<file path="config.mk">
export PLATFORM = sky130hd
export DESIGN_NAME = rmq_sqrt_pipe
export DESIGN_NICKNAME = d
export VERILOG_FILES = /design/src/sv/rmq_sqrt_pipe.sv
export SDC_FILE = /design/constraint.sdc
export NUM_CORES = 2
export LEC_CHECK = 0
export BUFFER_PORTS_ARGS = -buffer_cell sky130_fd_sc_hd__buf_2
export CORE_AREA = 4 4 580 582
export DETAILED_ROUTE_END_ITERATION = 10
export DIE_AREA = 0 0 584 586
export GPL_TIMING_DRIVEN = 0
export PLACE_DENSITY_LB_ADDON = 0.25
export SLEW_MARGIN = 0
export SYNTH_ARGS = -nofsm -noshare
export SYNTH_HDL_FRONTEND = slang
export SYNTH_MEMORY_MAX_BITS = 65536
export SYNTH_SLANG_ARGS = --single-unit
export TNS_END_PERCENT = 5
</file>
<file path="constraint.sdc">
create_clock -name clk -period 40.4 [get_ports clk]
set_clock_uncertainty 0.2 [all_clocks]
set_input_delay 10.1 -clock clk [delete_from_list [all_inputs] [get_ports clk]]
set_output_delay 10.1 -clock clk [all_outputs]
set_load 0.1 [all_outputs]
</file>
<file path="src/sv/rmq_sqrt_pipe.sv">
// ----------------------------------------------------------------------------
// rmq_sqrt_pipe
// pipelined integer square root, one result bit per stage, several lanes
// ----------------------------------------------------------------------------
module rmq_sqrt_pipe #(
	parameter int XW = 33,
	parameter int L  = 4,
	parameter int PW = 6,
	localparam int RW = (XW + 1) / 2
) (
	input  logic                   clk,
	input  logic                   arst_n,
	input  logic                   in_valid,
	output logic                   in_ready,
	input  logic [L-1:0][XW-1:0]   in_x,
	input  logic [PW-1:0]          in_pay,
	output logic                   out_valid,
	input  logic                   out_ready,
	output logic [L-1:0][RW-1:0]   out_root,
	output logic [PW-1:0]          out_pay
);
	localparam int WW = XW + 1;

	logic [WW-1:0] x_s [RW][L];
	logic [WW-1:0] r_s [RW][L];
	logic [PW-1:0] p_s [RW];
	logic          v_s [RW];
	logic [RW:0]   en;

	// a stage takes new data when empty or when its content moves on
	always_comb begin
		en[RW] = out_ready;
		for (int k = RW - 1; k >= 0; k--) begin
			en[k] = !v_s[k] || en[k+1];
		end
	end

	assign in_ready  = en[0];
	assign out_valid = v_s[RW-1];
	assign out_pay   = p_s[RW-1];

	for (genvar l = 0; l < L; l++) begin : g_out
		assign out_root[l] = r_s[RW-1][l][RW-1:0];
	end

	for (genvar k = 0; k < RW; k++) begin : g_stage
		localparam logic [WW-1:0] BIT = WW'(1) << (2 * (RW - 1 - k));

		logic [WW-1:0] xi [L];
		logic [WW-1:0] ri [L];
		logic [WW-1:0] xo [L];
		logic [WW-1:0] ro [L];
		logic [WW-1:0] tr [L];
		logic [PW-1:0] pi;
		logic          vi;

		if (k == 0) begin : g_first
			always_comb begin
				for (int l = 0; l < L; l++) begin
					xi[l] = WW'(in_x[l]);
					ri[l] = '0;
				end
				pi = in_pay;
				vi = in_valid;
			end
		end else begin : g_next
			always_comb begin
				for (int l = 0; l < L; l++) begin
					xi[l] = x_s[k-1][l];
					ri[l] = r_s[k-1][l];
				end
				pi = p_s[k-1];
				vi = v_s[k-1];
			end
		end

		// one digit of the restoring square root
		always_comb begin
			for (int l = 0; l < L; l++) begin
				tr[l] = ri[l] + BIT;
				if (xi[l] >= tr[l]) begin
					xo[l] = xi[l] - tr[l];
					ro[l] = (ri[l] >> 1) + BIT;
				end else begin
					xo[l] = xi[l];
					ro[l] = ri[l] >> 1;
				end
			end
		end

		always_ff @(posedge clk) begin
			if (en[k]) begin
				for (int l = 0; l < L; l++) begin
					x_s[k][l] <= xo[l];
					r_s[k][l] <= ro[l];
				end
				p_s[k] <= pi;
			end
		end

		always_ff @(posedge clk or negedge arst_n) begin
			if (!arst_n) begin
				v_s[k] <= 1'b0;
			end else if (en[k]) begin
				v_s[k] <= vi;
			end
		end
	end

endmodule

</file>
==> impl_metrics.ini <==
[clock_network]
clkLatencyLatePin_ps = 890
htree_num_levels = 5
clkSlewWorstSetupHoldPaths_ps = 60
cts_resized = 0
cts-root-buf = clkbuf_16
cts_setup_buffers = 0
cts_buffer_depth = 4
hold_buffers = 0
cts.sinks = 2907
cts_tree = done
numCtsBuffers = 322

[place]
place_ws_ps = 15490
place_congestion = 0.951
place_area_um2 = 140000
portBuffers = 213
hpwl_um = 196000

[detailed_routing]
ant_nets = 0
drc_errors = 0
first_pass_iters = 8
wl_per_cell_um = 17.1
wirelength_um = 258000
via_count = 75986
drtIter0Drc = 4767
via_per_inst = 5.04

[synthesis]
ys_seq_area_frac = 0.660
synth_cell_types = 90
ys_seq_elements = 2907
synth_ff_type = edfxtp_1
yosys_warnings = 0
synth_area_um2 = 132000
ys_async_sr_fraction = 0.00585
synthCells = 9891
syn_avg_cell_area_um2 = 13.4
synth-edff-count = 2890

[global_route]
overflow = 0
grt_pass1_wl_um = 416000
grt_max_degree = 140
grt_use_total = 0.148
antenna_found_initial = 6
grt_pass1_vias = 76894

[worst_hold_path]
min_from = p_s[1][37]
hold_class = flip-flop to flip-flop

[sta]
fin_ws_ps = 15580
period_needed_ps = 24820
slew_headroom = 0.0932
worst_slew_pin_slew_ps = 1350
tns_ps = 0
period_share = 0.614
setup_viol = 0
hold_viol_final = 0
rsz0062_at_grt = false
slew_violations = 0
max_freq_mhz = 40.3

[critical_path]
ff2ff_setup_slack_ps = 34910
worstPathMaxFanout = 58
crit_type = input pin to output port
setup.worst_path.start = out_ready
end_kind = output port
crit_arrival_ps = 14520
r2r_start = out_valid
worstRegToRegCells = 11
cp.required_ps = 30100
cp-endpoint = in_ready
crit_path_start_kind = input pin
timing.rr.end = x_s[0][101]

[final_layout]
fin_util = 0.456
multiInputGateArea_um2 = 41500
register_area_um2 = 87200
layout_common_cells = 2,890 x edfxtp_1, 811 x inv_1, 664 x ha_1
finalInstanceArea_um2 = 150000
syn_to_final_growth_pct = 13.9
drive_gt1_frac = 0.0843
fillers = 28690
layout.nets = 11268
final_common_cell = edfxtp_1

[floorplanning]
ios = 218
die_h_um = 586
core_area_um2 = 330000
die-area_um2 = 342000
rows = 211
initial_utilization = 0.400
chipWidth_um = 584

[power]
internal_power_mw = 7.34
powerDensity_nw_per_um2 = 70.2
power.switching_mw = 3.22
ir_drop_mv = 0.0430
p_leak_nw = 59.4
switching_share = 0.305
p_total_mw = 10.6
pwr-share-comb = 0.246
p_seq_frac = 0.472
power_frac_clock = 0.283

[status]
outcome = finished, final reports clean

[run]
cap_violations = 0
registers in the layout (all words and copies together), names as in the netlist:
signal,flops
g_stage.vi,16
out_valid,1
p_s,102
r_s,612
x_s,2176
worst min path at each step:
stage / slack (ps) / cells after the start / endpoint
after floorplan: 200 / 0 / p_s[0][10]
after global placement: 210 / 0 / p_s[1][37]
after detailed placement: 200 / 0 / p_s[0][17]
after CTS: 210 / 0 / p_s[1][11]
after global routing: 220 / 0 / p_s[1][30]
final: 220 / 0 / p_s[1][43]
cells by family (layout without fill, tap and decap cells):
logic type | Yosys count | in the layout | synth area share
flip-flops | 2907 | 2907 | 0.660
AND/OR/NAND/NOR | 2758 | 2758 | 0.107
AO/OA/AOI/OAI | 1674 | 1674 | 0.0781
buffers and inverters | 934 | 1758 | 0.0269
XOR/XNOR | 851 | 851 | 0.0564
adder cells (fa/ha/maj) | 664 | 664 | 0.0629
multiplexers | 102 | 102 | 0.00856
other | 1 | 9 | 0.0000284
metrics by stage:
step	std cells	hold WS (ps)
floorplan	9898	200
finish	15089	216
detailed placement	14504	205
global placement	14477	206
CTS	15088	214
global route	15089	220
cell type report:
type | count | area share
diodes | 1 | 0.0000166
clock inverters | 204 | 0.0166
well taps | 4366 | 0.0363
plain buffers | 112 | 0.00307
inverters | 822 | 0.0208
flip-flops and latches | 2907 | 0.580
multi-input cells | 6057 | 0.276
clock buffers | 380 | 0.0561
repair buffers | 240 | 0.0120
synthesized netlist by cell type, drive strengths merged, types with 13 or more instances:
| library cell | instances | area, um^2 |
|---|---|---|
| a2111oi | 17 | 156 |
| a211o | 20 | 175 |
| a211oi | 37 | 278 |
| a21boi | 27 | 203 |
| a21o | 164 | 1230 |
| a21oi | 456 | 2280 |
| a31oi | 38 | 238 |
| and2 | 33 | 206 |
| and3 | 28 | 175 |
| and4 | 14 | 123 |
| and4b | 21 | 214 |
| buf | 31 | 158 |
| clkbuf | 81 | 304 |
| dfrtp | 17 | 425 |
| edfxtp | 2890 | 86800 |
| ha | 664 | 8310 |
| inv | 820 | 3080 |
| mux2 | 82 | 931 |
| mux2i | 20 | 200 |
| nand2 | 660 | 2480 |
| nand2b | 168 | 1050 |
| nand3 | 121 | 606 |
| nand3b | 20 | 150 |
| nand4 | 115 | 719 |
| nand4b | 14 | 123 |
| nor2 | 571 | 2150 |
| nor2b | 102 | 638 |
| nor3 | 287 | 1440 |
| nor3b | 15 | 113 |
| nor4 | 308 | 1940 |
| nor4b | 56 | 490 |
| o211ai | 25 | 193 |
| o21a | 157 | 1180 |
| o21ai | 516 | 2580 |
| o21bai | 30 | 225 |
| o31a | 13 | 114 |
| o31ai | 77 | 578 |
| o41ai | 16 | 148 |
| or2 | 39 | 244 |
| or3 | 123 | 769 |
| or4 | 44 | 334 |
| xnor2 | 442 | 3870 |
| xor2 | 409 | 3580 |
layer usage:
| metal | global-route usage | vias to the layer above | part of all wire |
|---|---|---|---|
| met3 | 0.0181 | 546 | 0.036 |
| met1 | 0.204 | 35987 | 0.47 |
| met2 | 0.239 | 1480 | 0.45 |
| li1 | - | 37965 | - |
| met5 | 0 | - | 0.00026 |
| met4 | 0.0623 | 8 | 0.043 |
critical path, stage by stage:
cell and delay (ps):
buf_2 100, nor2b_1 420, and3_1 440, and3_1 410, inv_8 190, nor3_1 650, and2_1 460, nand3_4 410
nor2_1 540, nand2_4 360, buf_2 410
power groups by stage:
stage                     combinational (mW)  clock, mW  sequential [mW]
after floorplan                         2.00          0             4.86
after global placement                  2.49          0             5.08
after detailed placement                2.58          0             5.04
after CTS                               2.60       3.08             4.98
after global routing                    2.93       3.22             5.07
final                                   2.60       2.99             4.98
(Power assumes the default switching activity.)
