===== src/sv/rmq_div_pipe.sv =====
// ----------------------------------------------------------------------------
// rmq_div_pipe
// pipelined restoring divider, one quotient bit per stage, shared divisor
// ----------------------------------------------------------------------------
module rmq_div_pipe #(
	parameter int NW = 33,
	parameter int DW = 18,
	parameter int QW = 15,
	parameter int L  = 4,
	parameter int PW = 4
) (
	input  logic                   clk,
	input  logic                   arst_n,
	input  logic                   in_valid,
	output logic                   in_ready,
	input  logic [L-1:0][NW-1:0]   in_num,
	input  logic [DW-1:0]          in_den,
	input  logic [PW-1:0]          in_pay,
	output logic                   out_valid,
	input  logic                   out_ready,
	output logic [L-1:0][QW-1:0]   out_quo,
	output logic [PW-1:0]          out_pay
);
	// the caller keeps num below den * 2^QW, so the remainder fits DW bits
	logic [DW-1:0] rem_s [QW][L];
	logic [QW-1:0] quo_s [QW][L];
	logic [NW-1:0] num_s [QW][L];
	logic [DW-1:0] den_s [QW];
	logic [PW-1:0] p_s   [QW];
	logic          v_s   [QW];
	logic [QW:0]   en;

	always_comb begin
		en[QW] = out_ready;
		for (int k = QW - 1; k >= 0; k--) begin
			en[k] = !v_s[k] || en[k+1];
		end
	end

	assign in_ready  = en[0];
	assign out_valid = v_s[QW-1];
	assign out_pay   = p_s[QW-1];

	for (genvar l = 0; l < L; l++) begin : g_out
		assign out_quo[l] = quo_s[QW-1][l];
	end

	for (genvar k = 0; k < QW; k++) begin : g_stage
		localparam int J = QW - 1 - k;

		logic [DW-1:0] ri [L];
		logic [QW-1:0] qi [L];
		logic [NW-1:0] ni [L];
		logic [DW-1:0] di;
		logic [PW-1:0] pi;
		logic          vi;
		logic [DW:0]   tt [L];
		logic [DW-1:0] ro [L];
		logic [QW-1:0] qo [L];

		if (k == 0) begin : g_first
			always_comb begin
				for (int l = 0; l < L; l++) begin
					ri[l] = DW'(in_num[l] >> QW);
					qi[l] = '0;
					ni[l] = in_num[l];
				end
				di = in_den;
				pi = in_pay;
				vi = in_valid;
			end
		end else begin : g_next
			always_comb begin
				for (int l = 0; l < L; l++) begin
					ri[l] = rem_s[k-1][l];
					qi[l] = quo_s[k-1][l];
					ni[l] = num_s[k-1][l];
				end
				di = den_s[k-1];
				pi = p_s[k-1];
				vi = v_s[k-1];
			end
		end

		// shift in the next dividend bit, subtract when it fits
		always_comb begin
			for (int l = 0; l < L; l++) begin
				tt[l] = {ri[l], ni[l][J]};
				qo[l] = qi[l];
				if (tt[l] >= {1'b0, di}) begin
					ro[l]    = DW'(tt[l] - {1'b0, di});
					qo[l][J] = 1'b1;
				end else begin
					ro[l] = tt[l][DW-1:0];
				end
			end
		end

		always_ff @(posedge clk) begin
			if (en[k]) begin
				for (int l = 0; l < L; l++) begin
					rem_s[k][l] <= ro[l];
					quo_s[k][l] <= qo[l];
					num_s[k][l] <= ni[l];
				end
				den_s[k] <= di;
				p_s[k]   <= pi;
			end
		end

		always_ff @(posedge clk or negedge arst_n) begin
			if (!arst_n) begin
				v_s[k] <= 1'b0;
			end else if (en[k]) begin
				v_s[k] <= vi;
			end
		end
	end

endmodule


===== config.mk =====
export PLATFORM = sky130hd
export DESIGN_NAME = rmq_div_pipe
export DESIGN_NICKNAME = d
export VERILOG_FILES = /design/src/sv/rmq_div_pipe.sv
export SDC_FILE = /design/constraint.sdc
export NUM_CORES = 2
export LEC_CHECK = 0
export BUFFER_PORTS_ARGS = -buffer_cell sky130_fd_sc_hd__buf_2
export CORE_MARGIN = 1.5
export CORE_UTILIZATION = 50
export DETAILED_ROUTE_END_ITERATION = 8
export PLACE_DENSITY_LB_ADDON = 0.2
export SLEW_MARGIN = 0
export SYNTH_ARGS = -nofsm -noshare
export SYNTH_HDL_FRONTEND = slang
export SYNTH_MEMORY_MAX_BITS = 65536
export SYNTH_SLANG_ARGS = --single-unit

===== constraint.sdc =====
create_clock -name clk -period 10.4 [get_ports clk]
set_clock_uncertainty 0.2 [all_clocks]
set_input_delay 0 -clock clk [delete_from_list [all_inputs] [get_ports clk]]
set_output_delay 0 -clock clk [all_outputs]
set_load 0.05 [all_outputs]

==> results.py <==
metrics = {
    "grt": {
        "track_usage": 0.287,
        "grt_max_degree": 116,
        "grt_pass1_wl_um": 539000,
        "overflow": 0,
        "antenna_found_initial": 5,
        "first_global_vias": 85733,
    },
    "floorplanning": {
        "dieWidth_um": 504,
        "die_h_um": 504,
        "ios": 224,
        "core_sq_um": 249000,
        "dieArea_sq_um": 254000,
        "fp-row-count": 183,
        "start_util": 0.503,
    },
    "pwr": {
        "seqPwrFrac": 0.350,
        "p_comb_frac": 0.477,
        "clockPowerShare": 0.173,
        "total_leakage_power_nw": 57.8,
        "p_sw_frac": 0.409,
        "power.switching_mw": 20.7,
        "p_per_area_nw_per_um2": 354,
        "ir_drop_mv": 0.206,
        "p_int_mw": 29.9,
    },
    "clocking": {
        "cts.clk_slew.worst_paths_ns": 0.06,
        "numCtsBuffers": 235,
        "h-tree-depth": 4,
        "cts_buffer_depth": 3,
        "clk_latency_ns": 0.95,
        "cts.sinks": 2235,
        "ctsResizeCount": 0,
        "cts_root_buffer": "clkbuf_16",
        "cts_tree": "yes",
    },
    "synthesis": {
        "synthAdderAreaFrac": 0.117,
        "synth.net_count": 11758,
        "seq_area_frac_synth": 0.535,
        "synth_area_sq_um": 125000,
        "synthCells": 10464,
        "synth_top_area_share": 0.532,
        "ys.flop_type": "edfxtp_1",
        "synthXorXnorAreaFrac": 0.0542,
        "yosys.area_share.simple": 0.0875,
        "avgSynthCellArea_sq_um": 12.0,
        "synth-compound-area-share": 0.138,
        "muxShareOfSynthArea": 0.0444,
        "synth_cell_type_count": 89,
        "synth_edf_count": 2220,
        "synth_area_leaders": "edfxtp_1 53%, ha_1 11%, a21oi_1 3.1%, xnor2_1 3.1%, o21ai_0 2.4%",
        "synth_top_family_by_area": "compound AO/OA/AOI/OAI gates",
        "synth_warnings": 0,
        "synth_seq_cells": 2235,
        "synth_top_area_cell": "edfxtp_1",
        "synthArstFlopShare": 0.00671,
    },
    "route": {
        "drt-pass1-iter-count": 7,
        "wire_per_inst_um": 25.0,
        "drc": 0,
        "dr.first_iter.drc_count": 6681,
        "wl_um": 369000,
        "vias": 86844,
        "vias_per_cell": 5.88,
        "antenna_left": 0,
    },
    "run": {
        "drv_cap": 0,
    },
    "final_layout": {
        "design.final.nets": 12517,
        "layout-drive-gt1-share": 0.0815,
        "fin_area_sq_um": 143000,
        "nFillCells": 20197,
        "syn_to_final_growth_pct": 14.0,
    },
    "setup_path": {
        "critPathMaxFanout": 60,
        "timing.rr.start": "out_valid$_DFFE_PN0P_",
        "cp-start-kind": "register",
        "crit_start": "out_valid$_DFFE_PN0P_",
        "worstSetupEndpointType": "output pin",
        "worst_ep_arrival_time_ns": 6.51,
        "cp_data_required_time_ns": 10.20,
        "critPathKind": "register to output pin",
    },
    "outcome": {
        "status": "complete, no violations",
    },
    "placement": {
        "globalplace.congestion": 0.967,
        "post_dp_cell_area_sq_um": 131000,
        "port_buffers": 223,
        "dp_hpwl_um": 290000,
    },
    "sta": {
        "fmax_mhz": 149,
        "post-route-period-util": 0.645,
        "hold_viol": 0,
        "post-route-min-period_ns": 6.71,
        "rsz0062_at_grt": "false",
        "report.final.slew_viol_count": 0,
        "tns_ns": 0,
        "relSlewSlack": 0.0934,
        "whs_ns": 0.0275,
        "tightestPinTransition_ns": 1.36,
        "setup_viol": 0,
    },
    "min_path": {
        "hold_class": "input port to async pin",
    },
}
## placed cells by master, fill, tap and decap left out, types with 74 or more instances in the layout
| master | Yosys | layout |
|---|---|---|
| o21ai_1 | 132 | 128 |
| nor3_1 | 160 | 160 |
| nand2_1 | 785 | 780 |
| clkbuf_16 | 0 | 236 |
| buf_2 | 16 | 223 |
| nand3_1 | 125 | 122 |
| mux2i_1 | 74 | 74 |
| mux2_1 | 264 | 264 |
| edfxtp_1 | 2220 | 2220 |
| a31oi_1 | 78 | 77 |
| ha_1 | 1080 | 1080 |
| nor2_1 | 465 | 465 |
| mux2_2 | 155 | 155 |
| dlygate4sd3_1 | 0 | 400 |
| a21oi_1 | 784 | 775 |
| o21a_1 | 140 | 140 |
| a21o_1 | 383 | 383 |
| o21ai_0 | 602 | 602 |
| nor2b_1 | 154 | 154 |
| nand2b_1 | 119 | 119 |
| a211oi_1 | 107 | 107 |
| nand4_1 | 146 | 146 |
| xnor2_1 | 438 | 438 |
| inv_1 | 609 | 603 |
| xor2_1 | 337 | 337 |
## power groups by stage
stage	clock [mW]	sequential, mW	combinational, mW
floorplan	0	16.3	17.4
global placement	0	17.8	22.9
detailed placement	0	17.9	23.5
CTS	8.92	17.7	23.8
finish	8.75	17.7	24.1
global route	9.29	17.9	26.4
## layer usage
layer / track usage / vias up / part of all wire
li1: - / 41038 / -
met1: 0.336 / 42415 / 0.39
met2: 0.504 / 2611 / 0.50
met3: 0.0334 / 780 / 0.043
met4: 0.174 / 0 / 0.068
met5: 0 / - / 0
## timing repair
| item | CTS | global route |
|---|---|---|
| hold endpoints to repair | 295 | 0 |
| hold buffers | 400 | 0 |
| setup buffers | 0 | 0 |
## state kept, by name, indices dropped and copies added, names as in the netlist
name and count:
rem_s 1008, quo_s 480, num_s 420, den_s 252
p_s 60, g_stage.vi 14, out_valid 1
## cell families (layout without fill, tap and decap cells)
kind of cell	count (synthesis)	in the layout
AO/OA/AOI/OAI	2757	2757
AND/OR/NAND/NOR	2282	2282
flip-flops	2235	2235
adder cells (fa/ha/maj)	1136	1136
buffers and inverters	779	1747
XOR/XNOR	775	775
multiplexers	500	500
other	0	4
## synth_stat cells, types with 24 or more instances
| cell | number |
|---|---|
| edfxtp_1 | 2220 |
| ha_1 | 1080 |
| nand2_1 | 785 |
| a21oi_1 | 784 |
| inv_1 | 609 |
| o21ai_0 | 602 |
| nor2_1 | 465 |
| xnor2_1 | 438 |
| a21o_1 | 383 |
| xor2_1 | 337 |
| mux2_1 | 264 |
| nor3_1 | 160 |
| mux2_2 | 155 |
| nor2b_1 | 154 |
| nand4_1 | 146 |
| o21a_1 | 140 |
| clkbuf_1 | 139 |
| o21ai_1 | 132 |
| nand3_1 | 125 |
| nand2b_1 | 119 |
| a211oi_1 | 107 |
| a31oi_1 | 78 |
| mux2i_1 | 74 |
| o21bai_1 | 74 |
| o31ai_1 | 66 |
| or3_1 | 65 |
| and2_1 | 57 |
| fa_1 | 56 |
| and3_1 | 46 |
| a311oi_1 | 42 |
| or2_2 | 38 |
| a221oi_1 | 35 |
| a21boi_0 | 32 |
| a211o_1 | 30 |
| nor4_1 | 26 |
| o211ai_1 | 26 |
| o41ai_1 | 24 |
## critical path, stage by stage (launching register included)
cell,delay [ns]
dfrtp_1,0.34
nor2b_1,0.50
nand2_4,0.47
nor2_1,0.50
and2_1,0.37
and3_1,0.38
and3_1,0.45
and4_1,0.48
nand3_4,0.59
buf_4,0.56
buf_4,0.40
buf_2,0.36
## stage by stage
step           utilization  power (mW)  std cells  worst slack [ns]
4_1_cts              0.574        50.5      14761              3.55
3_5_place_dp         0.525        41.3      13915              4.55
6_report             0.574        50.6      14766              3.69
2_1_floorplan            -        33.6      10464             0.152
5_1_grt              0.574        53.6      14763              3.22
3_3_place_gp         0.525        40.8      13915              4.65
## area by class of cell
cell class	instances	area, sq um	area share
Tap cell	3330	4170	0.0292
Timing Repair Buffer	683	5590	0.0392
Multi-Input combinational cell	7450	55400	0.388
Antenna cell	4	10.0	0.0000701
Clock buffer	272	6090	0.0427
Clock inverter	174	2060	0.0145
Sequential cell	2235	67000	0.470
Inverter	618	2350	0.0164
## path summary, 6_finish.rpt
kind,cells past startpoint,slack (ns),end
worst max-delay path,11,3.69,in_ready
worst max register to register,10,4.54,num_s[0][7]$_DFFE_PP_
worst min-delay path,3,0.03,g_stage[11].vi$_DFFE_PN0P_
worst min register to register,0,0.20,quo_s[4][43]$_DFFE_PP_
min in group clk,3,0.09,num_s[0][108]$_DFFE_PP_
max in group asynchronous,3,9.48,g_stage[2].vi$_DFFE_PN0P_
(Power assumes the default switching activity.)
